File: src/sv/tpg_pkg.sv
// Shared types and constants for the turtle plotter grid block.
package tpg_pkg;

   // Command kinds carried on the request tuser.
   typedef enum logic [2:0] {
      KIND_PEN_UP     = 3'd0,
      KIND_PEN_DOWN   = 3'd1,
      KIND_TURN_RIGHT = 3'd2,
      KIND_TURN_LEFT  = 3'd3,
      KIND_MOVE       = 3'd4,
      KIND_DISPLAY    = 3'd5
   } kind_type;

   // Heading codes, clockwise from east.
   localparam logic [1:0] HEAD_EAST  = 2'd0;
   localparam logic [1:0] HEAD_SOUTH = 2'd1;
   localparam logic [1:0] HEAD_WEST  = 2'd2;
   localparam logic [1:0] HEAD_NORTH = 2'd3;

   // Result and request item field widths.
   localparam int ROW_BITS_W = 20;
   localparam int POS_W      = 5;
   localparam int RSP_PAD_W  = 2;
   localparam int RSP_DATA_W = 40;
   localparam int REQ_DATA_W = 8;
   localparam int REQ_USER_W = 3;

   // Controller states.
   typedef enum logic [2:0] {
      ST_IDLE,
      ST_RESP,
      ST_MV_READ,
      ST_MV_STEP,
      ST_DISP
   } state_type;

   // Grid read address sources.
   typedef enum logic [1:0] {
      RD_ZERO,
      RD_CUR,
      RD_NEXT,
      RD_DISP_NEXT
   } rd_sel_type;

   // Controller to datapath commands.
   typedef struct packed {
      logic       pen_set;
      logic       pen_val;
      logic       rot_cw;
      logic       rot_ccw;
      logic       move_load;
      logic       move_jump;
      logic       mark_step;
      logic       base_rd;
      logic       rd_en;
      rd_sel_type rd_sel;
      logic       disp_start;
      logic       out_load;
      logic       out_disp;
      logic       out_err;
   } cmd_type;

   // Datapath to controller status.
   typedef struct packed {
      logic steps_zero;
      logic steps_one;
      logic vertical;
      logic pen;
      logic disp_last;
      logic out_free;
   } stat_type;

endpackage

File: src/sv/tpg_ctrl.sv
// Command sequencer of the turtle plotter grid block.
module tpg_ctrl import tpg_pkg::*; (
   input  logic                  clock,
   input  logic                  reset,
   input  logic                  req_valid,
   input  logic [REQ_USER_W-1:0] req_kind,
   output logic                  req_ready,
   output cmd_type               cmd,
   input  stat_type              stat
);

   state_type state_ff, state_in;
   logic      err_ff, err_in;
   logic      first_ff, first_in;
   logic      accept;

   assign accept = req_valid && (state_ff == ST_IDLE);

   // Hold the error flag of the accepted item and mark the first step of a walk.
   assign err_in   = accept ? !(req_kind == KIND_PEN_UP || req_kind == KIND_PEN_DOWN ||
                                req_kind == KIND_TURN_RIGHT || req_kind == KIND_TURN_LEFT ||
                                req_kind == KIND_MOVE || req_kind == KIND_DISPLAY)
                            : err_ff;
   assign first_in = (state_ff == ST_MV_READ);

   always_ff @(posedge clock) begin
      if (reset) begin
         state_ff <= ST_IDLE;
         err_ff   <= 1'b0;
         first_ff <= 1'b0;
      end else begin
         state_ff <= state_in;
         err_ff   <= err_in;
         first_ff <= first_in;
      end
   end

   // Next state.
   always_comb begin
      state_in = state_ff;
      unique case (state_ff)
         ST_IDLE: begin
            if (req_valid) begin
               case (req_kind)
                  KIND_MOVE: begin
                     state_in = (stat.pen && !stat.steps_zero) ? ST_MV_READ : ST_RESP;
                  end
                  KIND_DISPLAY: state_in = ST_DISP;
                  default:      state_in = ST_RESP;
               endcase
            end
         end
         ST_RESP: begin
            if (stat.out_free) state_in = ST_IDLE;
         end
         ST_MV_READ: state_in = ST_MV_STEP;
         ST_MV_STEP: begin
            if (stat.steps_one) state_in = ST_RESP;
         end
         ST_DISP: begin
            if (stat.out_free && stat.disp_last) state_in = ST_IDLE;
         end
         default: state_in = ST_IDLE;
      endcase
   end

   // Commands to the datapath.
   always_comb begin
      cmd       = '0;
      cmd.rd_sel = RD_ZERO;
      req_ready = 1'b0;
      unique case (state_ff)
         ST_IDLE: begin
            req_ready = 1'b1;
            if (req_valid) begin
               case (req_kind)
                  KIND_PEN_UP: begin
                     cmd.pen_set = 1'b1;
                     cmd.pen_val = 1'b0;
                  end
                  KIND_PEN_DOWN: begin
                     cmd.pen_set = 1'b1;
                     cmd.pen_val = 1'b1;
                  end
                  KIND_TURN_RIGHT: cmd.rot_cw  = 1'b1;
                  KIND_TURN_LEFT:  cmd.rot_ccw = 1'b1;
                  KIND_MOVE: begin
                     cmd.move_load = 1'b1;
                     cmd.move_jump = !stat.pen;
                  end
                  KIND_DISPLAY: begin
                     cmd.disp_start = 1'b1;
                     cmd.rd_en      = 1'b1;
                     cmd.rd_sel     = RD_ZERO;
                  end
                  default: ;
               endcase
            end
         end
         ST_RESP: begin
            if (stat.out_free) begin
               cmd.out_load = 1'b1;
               cmd.out_err  = err_ff;
            end
         end
         ST_MV_READ: begin
            cmd.rd_en  = 1'b1;
            cmd.rd_sel = RD_CUR;
         end
         ST_MV_STEP: begin
            cmd.mark_step = 1'b1;
            cmd.base_rd   = first_ff || stat.vertical;
            if (stat.vertical && !stat.steps_one) begin
               cmd.rd_en  = 1'b1;
               cmd.rd_sel = RD_NEXT;
            end
         end
         ST_DISP: begin
            if (stat.out_free) begin
               cmd.out_load = 1'b1;
               cmd.out_disp = 1'b1;
               if (!stat.disp_last) begin
                  cmd.rd_en  = 1'b1;
                  cmd.rd_sel = RD_DISP_NEXT;
               end
            end
         end
         default: ;
      endcase
   end

   // A result is loaded only into a free output register.
   a_load_free: assert property (@(posedge clock) disable iff (reset)
      cmd.out_load |-> stat.out_free)
      else $error("result loaded into occupied output register");

   // Walking marks cells only with the pen down.
   a_walk_pen: assert property (@(posedge clock) disable iff (reset)
      (state_ff == ST_MV_STEP) |-> stat.pen)
      else $error("marking walk with pen up");

   // The row fetch always leads straight into the first step.
   a_read_step: assert property (@(posedge clock) disable iff (reset)
      (state_ff == ST_MV_READ) |=> (state_ff == ST_MV_STEP))
      else $error("row fetch not followed by a step");

endmodule

File: src/sv/tpg_datapath.sv
// Grid memory, turtle state and result register of the turtle plotter grid block.
module tpg_datapath import tpg_pkg::*; #(
   parameter int ROWS = 20,
   parameter int COLS = 20
) (
   input  logic                  clock,
   input  logic                  reset,
   input  logic [REQ_DATA_W-1:0] move_count,
   input  cmd_type               cmd,
   output stat_type              stat,
   output logic                  rsp_tvalid,
   input  logic                  rsp_tready,
   output logic [RSP_DATA_W-1:0] rsp_tdata,
   output logic                  rsp_tuser,
   output logic                  rsp_tlast
);

   localparam int RW = $clog2(ROWS);
   localparam int CW = $clog2(COLS);
   localparam int SW = (RW > CW) ? RW : CW;
   localparam logic [RW-1:0] ROW_LAST = RW'(ROWS - 1);
   localparam logic [CW-1:0] COL_LAST = CW'(COLS - 1);

   logic [COLS-1:0]       grid_mem [ROWS];
   logic [ROWS-1:0]       row_valid_ff;
   logic [COLS-1:0]       rd_data_ff;
   logic                  rd_vld_ff;
   logic [COLS-1:0]       rd_row;
   logic [RW-1:0]         rd_addr;

   logic [RW-1:0]         cur_row_ff, cur_row_in;
   logic [CW-1:0]         cur_col_ff, cur_col_in;
   logic [1:0]            heading_ff, heading_in;
   logic                  pen_ff, pen_in;
   logic [SW-1:0]         steps_ff, steps_in;
   logic [RW-1:0]         disp_row_ff, disp_row_in;
   logic [COLS-1:0]       rowbuf_ff, rowbuf_in;

   logic                  out_valid_ff, out_valid_in;
   logic [RSP_DATA_W-1:0] out_data_ff, out_data_in;
   logic                  out_err_ff, out_err_in;
   logic                  out_last_ff, out_last_in;

   logic [SW-1:0]         room_ahead;
   logic [SW-1:0]         steps_c;
   logic [RW-1:0]         next_row;
   logic [COLS-1:0]       wrow;
   logic [ROW_BITS_W-1:0] row_out;
   logic                  disp_last;
   logic                  out_free;

   // Distance to the edge ahead, and the clipped walk length.
   always_comb begin
      case (heading_ff)
         HEAD_EAST:  room_ahead = SW'(COL_LAST) - SW'(cur_col_ff);
         HEAD_SOUTH: room_ahead = SW'(ROW_LAST) - SW'(cur_row_ff);
         HEAD_WEST:  room_ahead = SW'(cur_col_ff);
         default:    room_ahead = SW'(cur_row_ff);
      endcase
   end

   assign steps_c = (move_count < REQ_DATA_W'(room_ahead)) ? SW'(move_count) : room_ahead;

   // Select the grid row to read.
   assign next_row = (heading_ff == HEAD_SOUTH) ? cur_row_ff + RW'(1) : cur_row_ff - RW'(1);

   always_comb begin
      case (cmd.rd_sel)
         RD_CUR:       rd_addr = cur_row_ff;
         RD_NEXT:      rd_addr = next_row;
         RD_DISP_NEXT: rd_addr = disp_row_ff + RW'(1);
         default:      rd_addr = '0;
      endcase
   end

   // A row never written reads as cleared.
   assign rd_row = rd_vld_ff ? rd_data_ff : '0;
   assign wrow   = (cmd.base_rd ? rd_row : rowbuf_ff) | (COLS'(1) << cur_col_ff);

   // Grid memory: one write and one registered read per cycle.
   always_ff @(posedge clock) begin
      if (cmd.mark_step) grid_mem[cur_row_ff] <= wrow;
      if (cmd.rd_en) begin
         rd_data_ff <= grid_mem[rd_addr];
         rd_vld_ff  <= row_valid_ff[rd_addr];
      end
   end

   always_ff @(posedge clock) begin
      if (reset) row_valid_ff <= '0;
      else if (cmd.mark_step) row_valid_ff[cur_row_ff] <= 1'b1;
   end

   // Turtle state updates.
   always_comb begin
      cur_row_in = cur_row_ff;
      cur_col_in = cur_col_ff;
      if (cmd.move_jump) begin
         case (heading_ff)
            HEAD_EAST:  cur_col_in = cur_col_ff + CW'(steps_c);
            HEAD_SOUTH: cur_row_in = cur_row_ff + RW'(steps_c);
            HEAD_WEST:  cur_col_in = cur_col_ff - CW'(steps_c);
            default:    cur_row_in = cur_row_ff - RW'(steps_c);
         endcase
      end else if (cmd.mark_step) begin
         case (heading_ff)
            HEAD_EAST:  cur_col_in = cur_col_ff + CW'(1);
            HEAD_SOUTH: cur_row_in = cur_row_ff + RW'(1);
            HEAD_WEST:  cur_col_in = cur_col_ff - CW'(1);
            default:    cur_row_in = cur_row_ff - RW'(1);
         endcase
      end
   end

   always_comb begin
      heading_in = heading_ff;
      if (cmd.rot_cw)       heading_in = heading_ff + 2'd1;
      else if (cmd.rot_ccw) heading_in = heading_ff + 2'd3;
   end

   assign pen_in      = cmd.pen_set ? cmd.pen_val : pen_ff;
   assign steps_in    = cmd.move_load ? steps_c :
                        cmd.mark_step ? steps_ff - SW'(1) : steps_ff;
   assign rowbuf_in   = cmd.mark_step ? wrow : rowbuf_ff;
   assign disp_row_in = cmd.disp_start ? '0 :
                        (cmd.out_load && cmd.out_disp) ? disp_row_ff + RW'(1) : disp_row_ff;
   assign disp_last   = (disp_row_ff == ROW_LAST);

   // Fit a grid row to the result field.
   if (COLS >= ROW_BITS_W) begin : g_row_trunc
      assign row_out = rd_row[ROW_BITS_W-1:0];
   end else begin : g_row_ext
      assign row_out = {{(ROW_BITS_W - COLS){1'b0}}, rd_row};
   end

   // Result register: take a new item when empty or whenever the old one leaves.
   assign out_free     = !out_valid_ff || rsp_tready;
   assign out_valid_in = cmd.out_load ? 1'b1 : (rsp_tready ? 1'b0 : out_valid_ff);
   assign out_data_in  = cmd.out_load ?
                         {{RSP_PAD_W{1'b0}}, pen_ff, heading_ff,
                          POS_W'(cur_col_ff), POS_W'(cur_row_ff),
                          cmd.out_disp ? POS_W'(disp_row_ff) : POS_W'(0),
                          cmd.out_disp ? row_out : ROW_BITS_W'(0)} : out_data_ff;
   assign out_err_in   = cmd.out_load ? cmd.out_err : out_err_ff;
   assign out_last_in  = cmd.out_load ? (!cmd.out_disp || disp_last) : out_last_ff;

   always_ff @(posedge clock) begin
      if (reset) begin
         cur_row_ff   <= '0;
         cur_col_ff   <= '0;
         heading_ff   <= HEAD_EAST;
         pen_ff       <= 1'b0;
         out_valid_ff <= 1'b0;
      end else begin
         cur_row_ff   <= cur_row_in;
         cur_col_ff   <= cur_col_in;
         heading_ff   <= heading_in;
         pen_ff       <= pen_in;
         out_valid_ff <= out_valid_in;
      end
   end

   always_ff @(posedge clock) begin
      steps_ff    <= steps_in;
      rowbuf_ff   <= rowbuf_in;
      disp_row_ff <= disp_row_in;
      out_data_ff <= out_data_in;
      out_err_ff  <= out_err_in;
      out_last_ff <= out_last_in;
   end

   assign stat.steps_zero = (steps_c == '0);
   assign stat.steps_one  = (steps_ff == SW'(1));
   assign stat.vertical   = (heading_ff == HEAD_SOUTH) || (heading_ff == HEAD_NORTH);
   assign stat.pen        = pen_ff;
   assign stat.disp_last  = disp_last;
   assign stat.out_free   = out_free;

   assign rsp_tvalid = out_valid_ff;
   assign rsp_tdata  = out_data_ff;
   assign rsp_tuser  = out_err_ff;
   assign rsp_tlast  = out_last_ff;

   // The turtle stays on the grid.
   a_pos_range: assert property (@(posedge clock) disable iff (reset)
      (cur_row_ff <= ROW_LAST) && (cur_col_ff <= COL_LAST))
      else $error("turtle position off the grid");

   // Every marking step has a cell left to walk.
   a_step_count: assert property (@(posedge clock) disable iff (reset)
      cmd.mark_step |-> (steps_ff != '0) && pen_ff)
      else $error("marking step with no walk pending");

   // The final display row closes the command.
   a_disp_last: assert property (@(posedge clock) disable iff (reset)
      (cmd.out_load && cmd.out_disp && disp_last) |=> (rsp_tvalid && rsp_tlast))
      else $error("final display row without last");

endmodule

File: src/sv/turtle_plotter_grid.sv
// Top level of the turtle plotter grid block.
//
// Request channel (req_): one item is one command; req_tuser holds the kind
// (pen up, pen down, turn right, turn left, move, display), req_tdata the
// move count. Result channel (rsp_): tdata holds the grid row, its index and
// the turtle's position, heading and pen; tuser flags an invalid kind; tlast
// marks the final result of a command.
// Display returns one result per grid row, rows in order; every other command
// returns one result. Commands are worked one at a time by a sequencer over a
// grid memory with one write port and one registered read port.
// Pen, turn, invalid kinds and pen-up or zero-distance moves go straight to the
// result; a pen-down move fetches its row, then walks one cell per cycle on the
// memory write port; display, while the receiver is ready, returns one row per
// cycle on the memory read port.
// The result register frees the request side: the next command is taken while
// a result still waits. A stalled receiver holds the sequencer before it
// loads its next result.
// Reset (synchronous, active high) clears the grid, puts the turtle at row 0,
// column 0, facing east with the pen up, and empties the result register.
module turtle_plotter_grid import tpg_pkg::*; #(
   parameter int ROWS = 20,
   parameter int COLS = 20
) (
   input  logic                  clock,
   input  logic                  reset,
   input  logic                  req_tvalid,
   output logic                  req_tready,
   input  logic [REQ_DATA_W-1:0] req_tdata,  // [7:0] move_count
   input  logic [REQ_USER_W-1:0] req_tuser,  // [2:0] kind
   output logic                  rsp_tvalid,
   input  logic                  rsp_tready,
   output logic [RSP_DATA_W-1:0] rsp_tdata,  // [19:0] row_bits, [24:20] row_index,
                                             // [29:25] pos_row, [34:30] pos_col,
                                             // [36:35] heading, [37] pen_down, [39:38] zero
   output logic                  rsp_tuser,  // [0] status
   output logic                  rsp_tlast
);

   cmd_type  cmd;
   stat_type stat;

   // Sequence each command.
   tpg_ctrl u_ctrl (
      .clock     (clock),
      .reset     (reset),
      .req_valid (req_tvalid),
      .req_kind  (req_tuser),
      .req_ready (req_tready),
      .cmd       (cmd),
      .stat      (stat)
   );

   // Hold the grid, the turtle and the result register.
   tpg_datapath #(
      .ROWS (ROWS),
      .COLS (COLS)
   ) u_datapath (
      .clock      (clock),
      .reset      (reset),
      .move_count (req_tdata),
      .cmd        (cmd),
      .stat       (stat),
      .rsp_tvalid (rsp_tvalid),
      .rsp_tready (rsp_tready),
      .rsp_tdata  (rsp_tdata),
      .rsp_tuser  (rsp_tuser),
      .rsp_tlast  (rsp_tlast)
   );

endmodule
File: config.mk
export PLATFORM = sky130hd
export DESIGN_NAME = turtle_plotter_grid
export DESIGN_NICKNAME = d
export VERILOG_FILES = /design/src/sv/tpg_pkg.sv /design/src/sv/tpg_ctrl.sv /design/src/sv/tpg_datapath.sv /design/src/sv/turtle_plotter_grid.sv
export SDC_FILE = /design/constraint.sdc
export NUM_CORES = 1
export LEC_CHECK = 0
export BUFFER_PORTS_ARGS = -buffer_cell sky130_fd_sc_hd__clkbuf_2
export CAP_MARGIN = 20
export CORE_MARGIN = 3
export CORE_UTILIZATION = 60
export CTS_CLUSTER_DIAMETER = 80
export CTS_CLUSTER_SIZE = 20
export DETAILED_ROUTE_END_ITERATION = 10
export PLACE_DENSITY_LB_ADDON = 0.15
export SLEW_MARGIN = 10
export SYNTH_ARGS = -nofsm -noshare
export SYNTH_HDL_FRONTEND = slang
export SYNTH_SLANG_ARGS = --single-unit
File: constraint.sdc
create_clock -name clock -period 13.61 [get_ports clock]
set_clock_uncertainty 0.1 [all_clocks]
set_input_delay 2.722 -clock clock [delete_from_list [all_inputs] [get_ports clock]]
set_output_delay 2.722 -clock clock [all_outputs]
set_load 0.01 [all_outputs]
-- Word level (Yosys, flattened, before mapping)
Memories as Yosys holds them, arrays and structs flattened. A register that Yosys moved wholly into a read port is not among the register bits.
Index checks and enable logic that the tools add are counted.
- register bits: 110
- memory bits (writable): 400
- input bits: 15
- output and inout port bits: 44
- memories kept: 1
- add/sub/neg operators: 14
- order comparisons: 4
- equal/unequal tests: 23
- shifts and indexed selects: 1
- multiplexer cells: 52
- bitwise logic cells: 2
- reduce and logical (&&, ||, !) cells: 35
- memory list (memory ; words ; bits a word ; rd ports ; clocked after Yosys merged registers in ; write ports ; RTL line ; source):
    u_datapath.grid_mem ; 20 ; 20 ; 1 ; 1 ; 1 ; tpg_datapath.sv:24 ; logic [COLS-1:0] grid_mem [ROWS];
- operator list (operator ; count):
    20-bit 2-to-1 mux ; 2
    5-bit 2-to-1 mux ; 8
    20-bit bitwise OR ; 2
    5-bit case mux with 2 select lines ; 4
    5-bit case mux with 3 select lines ; 2
    3-bit 2-to-1 mux ; 7
    1-bit by 5-bit << shifter with 20-bit output (first input constant) ; 1
    5-bit by 1-bit adder with 5-bit output (second input constant) ; 3
    3-bit case mux with 5 select lines ; 1
    5-bit by 1-bit subtractor with 5-bit output (second input constant) ; 3
    3-bit by 2-bit == test with 1-bit output (second input constant) ; 4
    5-bit by 6-bit < comparator with 1-bit output (second input constant) ; 2
    1-bit 2-to-1 mux ; 12
    2-bit 2-to-1 mux ; 6
    6-bit 2-to-1 mux ; 2
    3-bit case mux with 4 select lines ; 1
    5-bit adder ; 2
    2-bit nonzero test ; 5
    5-bit subtractor ; 2
    5-bit subtractor (first input constant) ; 2
    3-bit == test (second input constant) ; 3
    1-bit logical OR ; 9
    2-bit == test (second input constant) ; 4
    8-bit by 5-bit < comparator with 1-bit output ; 1
    24 further kinds ; 43

-- Depth between registers and ports, before layout
Gate-level depths: netlist (run 1).
- depth after elaboration: 11
- gate-level depth with buffers: 23

-- Modules after synthesis
A second synthesis (run 1) with hierarchy kept.
- cells, all modules: 1937
- area total of the unflattened synthesis: 22570.4 um2
- modules (own cells, without submodules) (module ; instances ; cells each ; area an instance (um2)):
    tpg_datapath ; 1 ; 1872 ; 22106.2
    tpg_ctrl ; 1 ; 65 ; 464.2

-- Worst setup path before layout (run 1)
No wires, ideal clock.
- kind: input to register
- start: input port rsp_tready
- end: register u_datapath.out_data_ff[0] (netlist: u_datapath.rsp_tdata[0]) (enable)
- arrival: 5.514 ns
- required time: 13.023 ns
- setup slack: 7.509 ns
- cell stages on the path: 2
- buffers on the path: 0
- cell sequence: nor2b_1 > nor3_1
- RTL lines (item ; RTL line ; source):
    start, declared ; turtle_plotter_grid.sv:31 ; input logic rsp_tready,
    end signal, assigned ; tpg_datapath.sv:167 ; out_data_ff <= out_data_in;
    end, declared ; tpg_datapath.sv:40 ; logic [RSP_DATA_W-1:0] out_data_ff, out_data_in;

-- Worst setup path in the final report (run 1)
- start: input port req_tdata[4]
- end: register u_datapath.cur_col_ff[4]
- cells in the longest elaborated chain, start to end: 5
- RTL lines (item ; RTL line ; source):
    start, declared ; turtle_plotter_grid.sv:28 ; input logic [REQ_DATA_W-1:0] req_tdata,
    8-bit by 5-bit < comparator with 1-bit output ; tpg_datapath.sv:62 ; assign steps_c = (move_count < REQ_DATA_W'(room_ahead)) ? SW'(move_count) : room_ahead;
    5-bit 2-to-1 mux * ; tpg_datapath.sv:62 ;
    5-bit subtractor / 5-bit adder (equally long branches) ; tpg_datapath.sv:102, tpg_datapath.sv:100 ;
    5-bit case mux with 2 select lines * ; tpg_datapath.sv:99 ; case (heading_ff)
    5-bit 2-to-1 mux * ; tpg_datapath.sv:98 ; if (cmd.move_jump) begin
    end signal, assigned ; tpg_datapath.sv:156 ; cur_col_ff <= cur_col_in;
    end, declared ; tpg_datapath.sv:32 ; logic [CW-1:0] cur_col_ff, cur_col_in;
Mark *: on every way between the ends. The rest lies on a longest branch, timed or not.
A chain may end at the register's enable or synchronous reset.

==> results.md, run 1 <==
* Combinational share of power at 0.054
* Peak supply drop at 0.118 mV
* Final hold slack at 0.366 ns
* Syn avg cell area at 13.3 um2
* Clock power share at 0.326
* DP Wirelength at 30,600 um
* IO buf count at 56
* Sequential share of the synthesized area at 0.690
* Yosys top cell by area: edfxtp_1
* DR DRC count at 0
* Detail Route Antenna Nets at 0
* Most used cell, CP: o21ai_0
* Design Power at a little under 3 mW
* CTS tree: done
* CTS buffer count at 31
* Top_reg_cell synth: edfxtp_1
* Distinct cells, synth at between 60 and 70
* Max Clock Freq at about 0.17 GHz
* Initial Util at 0.611
* Die area at 0.0397 mm2
* Tmin final at 5.96 ns
* Asr flop ratio synth at 0
* Fill count at 2,623
* Post-synth top cells: 486 x edfxtp_1, 248 x nand2_1, 151 x nor2_1
* Cell Pwr Density at 120 mW/mm2
* Crit share post-route at 0.438
* Synth warn at 0
* Vias per cell at around 6.4
* # Post-CTS Setup Buffers at 0
* Post-CTS Hold Fix Bufs at 0
* Crit Path Class: primary input to register
* Leak at 8.03 nW
* RSZ-0062 raised after global routing: no
* CTS root buf: clkbuf_16
* Worst-path clk slew at 0.08 ns
* CP max stage cell: or4_1
* Sink Count at 530
* Outcome: finished, final reports clean
* Worst-path maximum fanout at 8
* Synth top area cells: edfxtp_1 65%, a211oi_1 4.3%, nand2_1 4.2%
* CP top delay family: simple AND/OR/NAND/NOR gates
* # IOs at roughly 60
* Via count at 14,119
* Largest net degree at the start of global routing at 190
* Synth top area share at 0.651
* Yosys reg bits at 530
* Pre-Repair DR Iteration Count at 6
* Area post-placement at 0.0233 mm2
* Final setup violation count at 0
* Die height at 199 um
* CP max stage delay at 0.46 ns
* WL final at around 53,000 um
* Initial antenna violation count at 0
* Total internal power at 2.27 mW
* WP data arrival at 6.37 ns
* First-pass GRT wire length at 80,100 um
* Flop-to-flop setup slack at between 7 and 8 ns
* Iteration-0 DRC Markers at 1,539
* Max clock buf depth at 3
* Resize count post-CTS at 0
* CP endpoint kind: register
* H-tree levels at 1
* Antenna diodes at 0
* Worst Path Required at approximately 14 ns
* Sequential power share at 0.620
* Vias in the first global route at 13,146
* Register Area at approximately 0.015 mm2
* GPL Wtd Cong at 0.899
* Post-synth EDFFs at between 400 and 500
* Synth-to-Final Area Change at 8.04%
* Sw frac at 0.217
* Core area at ~0.037 mm2
* Switching power total at 628 uW
* Cells after DPL at 2,154
* Worst-Margin Slew at 1.09 ns
* Post-Layout Cell Count at between 2,000 and 2,500
* Crit start category: primary input
* Final Max Tran Viols at 0
* GR Overflow Total at 0
* Drt wl/cell at 24.0 um
* Final instance area at 0.0242 mm2
* # nets final at 1,759
* Area of the multi-input gates at between 0.006 and 0.007 mm2
* Cell Area, Synth at 0.0224 mm2
* Worst Hold Class: register to register
* Rel. slew slack at 0.276
* Clk_lat worst skew at ~0.61 ns
* Top-count cell post-synth: edfxtp_1
* Max-cap violation count at 0
* GRT Total Usage at 0.268
* Die X at between 150 and 200 um
* Layout cells sized above 1 at 0.121
* Final hold violation count at 0
* Critical-path cell list: clkbuf_2 > ha_1 > or4_1 > a31oi_1 > nand2_1 > mux2i_1 > nand2_1 > ha_1 > fa_1 > nor2b_1 > o21ai_0 > nand2b_1 > o21ai_0 > o21ai_0 > o221a_2 > mux2_2
* Row Count at 70
* CP bufs+invs at 1
* Fin Setup TNS at 0 ns
* Post-Synthesis Cells at 1,685
state kept, by name, indices dropped and copies added (netlist names):
register and flops:
u_datapath.rsp_tdata 38, u_datapath.steps_ff 5, u_datapath.rsp_tvalid 1, u_datapath.pen_ff 1, u_datapath.row_valid_ff 20, u_datapath.cur_row_ff 5, u_datapath.rsp_tuser 1, u_ctrl.first_ff 1
u_datapath.disp_row_ff 5, u_ctrl.state_ff 3, u_datapath.rowbuf_ff 20, u_ctrl.err_ff 1, u_datapath.rd_data_ff 20, u_datapath.rsp_tlast 1, u_datapath.rd_vld_ff 1, u_datapath.heading_ff 2
u_datapath.cur_col_ff 5, u_datapath.grid_mem 400
path summary, 6_finish.rpt:
check | start | end | cells past startpoint
max | req_tdata[4] | u_datapath.cur_col_ff[4]$_SDFFE_PP0P_ | 16
min reg2reg | u_ctrl.err_ff$_SDFFE_PP0P_ | u_ctrl.err_ff$_SDFFE_PP0P_ | 2
min | u_ctrl.err_ff$_SDFFE_PP0P_ | u_ctrl.err_ff$_SDFFE_PP0P_ | 2
max reg2reg | u_datapath.heading_ff[1]$_SDFFE_PP0P_ | u_datapath.cur_col_ff[4]$_SDFFE_PP0P_ | 20
power by group through the flow:
stage / combinational [mW] / clock [mW] / sequential, mW
floorplan: 0.0970 / 0 / 1.84
global placement: 0.150 / 0 / 1.83
detailed placement: 0.154 / 0 / 1.83
CTS: 0.154 / 0.960 / 1.80
global route: 0.171 / 1.02 / 1.80
finish: 0.155 / 0.946 / 1.80
layer usage:
| metal | GRT usage | part of all wire |
|---|---|---|
| met5 | 0 | 0 |
| met4 | 0.0744 | 0.029 |
| met3 | 0.0376 | 0.083 |
| met2 | 0.423 | 0.46 |
| met1 | 0.399 | 0.43 |
cell usage in the layout, fill, tap and decap left out, types with 3 or more instances in the layout:
cell type,instances
ha_1,20
o211ai_1,4
a21oi_1,25
a2111oi_2,20
nor2_1,131
o2bb2ai_1,20
a311oi_1,20
buf_4,57
nand3b_1,5
nor2b_1,47
and2_1,69
clkbuf_2,56
xor2_1,5
nor2_2,20
nor4b_1,3
edfxtp_1,486
clkbuf_16,31
xnor2_1,27
inv_1,19
or3_1,4
fa_1,3
nand3_1,15
nor3b_1,3
nor3_1,11
nand2b_1,4
mux2i_1,42
clkbuf_1,22
or2_2,3
a211oi_1,127
mux2_2,6
a31oi_1,67
dfxtp_1,44
o21ai_0,16
a21o_1,5
nand2_1,247
inv_6,3
o221ai_1,20
logic make-up after synthesis:
group           count (synthesis)  synth area share
other cells                     1          0.000167
xor+xnor                       32            0.0125
compound gates                343             0.118
fa+ha+maj                      23            0.0138
mux                            48            0.0218
flops                         530             0.690
buf+inv                       132            0.0273
simple gates                  576             0.117
metrics by stage:
stage	worst slack, ns	util
2_1_floorplan	7.51	-
4_1_cts	7.74	0.660
3_5_place_dp	7.09	0.635
3_3_place_gp	7.19	0.635
5_1_grt	7.42	0.660
6_report	7.65	0.660
layout make-up:
type,count,area share
flip-flops and latches,530,0.639
multi-input cells,1024,0.267
clock buffers,53,0.0354
repair buffers,115,0.0303
well taps,468,0.0242
inverters,19,0.00294
clock inverters,5,0.00181
tightest hold or removal path: stages, from the launching register on:
cell and delay (ns):
dfxtp_1 0.32, nand2_1 0.05, a21oi_1 0.05
No activity file was read; power rests on OpenSTA's default activity.
==> run 2, diff against run 1 <==
clock period = 6.1 ns   (was 13.61 ns; I/O delays follow)
==> run 2 against run 1 <==
Net effect:
- via count decreased by 0.60%
- global-route usage increased by 0.24 points
- first-iteration DRC count decreased by 11%
- cell area increased by 0.45%
- combinational power increased by 130%
- sequential share of layout area decreased by 0.29 points
- hold slack about the same
- power increased by 120%
- sequential cell count unchanged
- routed wire length increased by 0.73%
- clock-buffer cell count decreased by 2
==> results.md, run 2 (synthesis gave the netlist of run 1 again) <==
* Outcome: finished, final reports clean
* GRT Total Usage at 0.271
* Total internal power at 5.11 mW
* Initial Util at 0.611
* Worst-path clk slew at 0.09 ns
* Max-cap violation count at 0
* GPL Wtd Cong at between 0.8 and 0.9
* Crit start category: register
* Crit share post-route at 0.836
* CP top delay family: adder cells
* Max clock buf depth at 3
* Area of the multi-input gates at 0.00646 mm2
* Die X at ~200 um
* Final setup violation count at 0
* Crit Path Class: register to register
* Vias per cell at around 6.3
* Worst Path Required at between 6 and 7 ns
* Post-layout util at 0.663
* IO buf count at 56
* Layout cells sized above 1 at 0.126
* Die area at between 0.03 and 0.04 mm2
* RSZ-0062 raised after global routing: no
* Post-CTS Hold Fix Bufs at 0
* WP data arrival at between 5 and 6 ns
* Commonest non-fill, non-tap cell in the layout: edfxtp_1
* Peak supply drop at 0.296 mV
* Final hold violation count at 0
* Iteration-0 DRC Markers at between 1,000 and 1,500
* Drt wl/cell at 24.2 um
* Cell Pwr Density at 267 mW/mm2
* CP endpoint kind: register
* Worst setup margin at 0.998 ns
* Tmin final at roughly 5.1 ns
* GR Overflow Total at 0
* Largest net degree at the start of global routing at 131
* Switching power total at 1.39 mW
* Most used cell, CP: o21ai_0
* Synth-to-Final Area Change at 8.52%
* Core area at roughly 0.037 mm2
* Register Area at 0.0155 mm2
* Combinational share of power at 0.055
* Vias in the first global route at roughly 13,000
* Final hold slack at 0.366 ns
* DP Wirelength at roughly 32,000 um
* Rel. slew slack at 0.300
* Fill count at 2,662
* Commonest non-fill, non-tap cells in the layout: 486 x edfxtp_1, 247 x nand2_1, 131 x nor2_1
* # Post-CTS Setup Buffers at 0
* Die height at 199 um
* Resize count post-CTS at 0
* Max Clock Freq at 0.196 GHz
* CTS buffer count at 31
* Max reg flops at 400
* Sink Count at between 500 and 600
* CTS tree: done
* CP max stage delay at 0.58 ns
* Final Max Tran Viols at 0
* Critical-path cell list: inv_1 > ha_1 > nor3_1 > a21oi_1 > o21ai_0 > ha_1 > nor3_1 > nor3_1 > o2111ai_1 > nand2_1 > mux2i_1 > nand2_1 > ha_1 > fa_1 > nor2b_1 > o21ai_0 > nand2b_1 > o21ai_0 > o21ai_0 > o221a_2 > mux2_2
* Worst-path maximum fanout at 11
* Design Power at about 6.5 mW
* Clk_lat worst skew at 0.60 ns
* # IOs at 59
* CP bufs+invs at 1
* H-tree levels at 1
* First-pass GRT wire length at 80,500 um
* Pre-Repair DR Iteration Count at 6
* Via count at 14,034
* Row Count at 70
* Clock power share at 0.329
* Initial antenna violation count at 0
* Leak at 8.09 nW
* CP max stage cell: dfxtp_1
* Sw frac at 0.214
* Biggest register: u_datapath.grid_mem
* CTS root buf: clkbuf_16
* # nets final at 1,766
* Fin Setup TNS at 0 ns
* Worst-Margin Slew at 1.04 ns
* WL final at 53,600 um
* Sequential power share at 0.616
* Detail Route Antenna Nets at 0
* Antenna diodes at 0
* Setup Slack @ Placement at 1.01 ns
* DR DRC count at 0
* Worst Hold Class: register to register
-- run 2: cell count changes in the layout (fill, tap and decap cells not counted) --
cell / delta
clkinv_2: +1
buf_2: -1
inv_8: -1
bufinv_16: +1
clkbuf_8: +1
inv_4: -1
clkinv_4: +1
buf_4: +6
clkbuf_1: -3
buf_12: +2
-- run 2: area by class of cell --
cell class,instances,area share
inverters,19,0.00293
clock inverters,6,0.00288
multi-input cells,1024,0.265
clock buffers,51,0.0354
well taps,468,0.0241
repair buffers,122,0.0334
flip-flops and latches,530,0.636
-- run 2: worst reg2reg max path: cells and delay by family (launching register included) --
family          cells  cell delay [ns]
buf+inv             1             0.16
compound gates      7             1.10
flops               1             0.58
mux                 2             0.74
simple gates        7             1.12
fa+ha+maj           4             1.20
-- run 2: power by group through the flow --
| stage | Clock (mW) | Sequential (mW) | Combinational [mW] |
|---|---|---|---|
| 2_1_floorplan | 0 | 4.10 | 0.216 |
| 3_3_place_gp | 0 | 4.09 | 0.349 |
| 3_5_place_dp | 0 | 4.09 | 0.354 |
| 4_1_cts | 2.18 | 4.01 | 0.355 |
| 5_1_grt | 2.30 | 4.01 | 0.390 |
| 6_report | 2.14 | 4.01 | 0.356 |
-- run 2: stage by stage --
step / instance area (um2) / std cells
finish: 24300 / 2220
global placement: 23400 / 2163
floorplan: 22400 / 1686
global route: 24300 / 2220
detailed placement: 23400 / 2163
CTS: 24300 / 2220
-- run 2: final timing paths --
| check | cells past startpoint | slack [ns] | endpoint | start |
|---|---|---|---|---|
| setup / recovery | 21 | 1.0 | u_datapath.cur_col_ff[4]$_SDFFE_PP0P_ | u_datapath.cur_row_ff[1]$_SDFFE_PP0P_ |
| hold / removal | 2 | 0.37 | u_ctrl.err_ff$_SDFFE_PP0P_ | u_ctrl.err_ff$_SDFFE_PP0P_ |
| setup reg to reg | 21 | 1.0 | u_datapath.cur_col_ff[4]$_SDFFE_PP0P_ | u_datapath.cur_row_ff[1]$_SDFFE_PP0P_ |
| hold reg to reg | 2 | 0.37 | u_ctrl.err_ff$_SDFFE_PP0P_ | u_ctrl.err_ff$_SDFFE_PP0P_ |
-- run 2: layer usage --
metal | GRT usage | vias to the layer above | wire length, um
met5 | 0 | - | 0
met4 | 0.0682 | 0 | 1260
met3 | 0.0459 | 75 | 4350
met2 | 0.430 | 590 | 25000
met1 | 0.396 | 6975 | 23000
li1 | - | 6394 | -
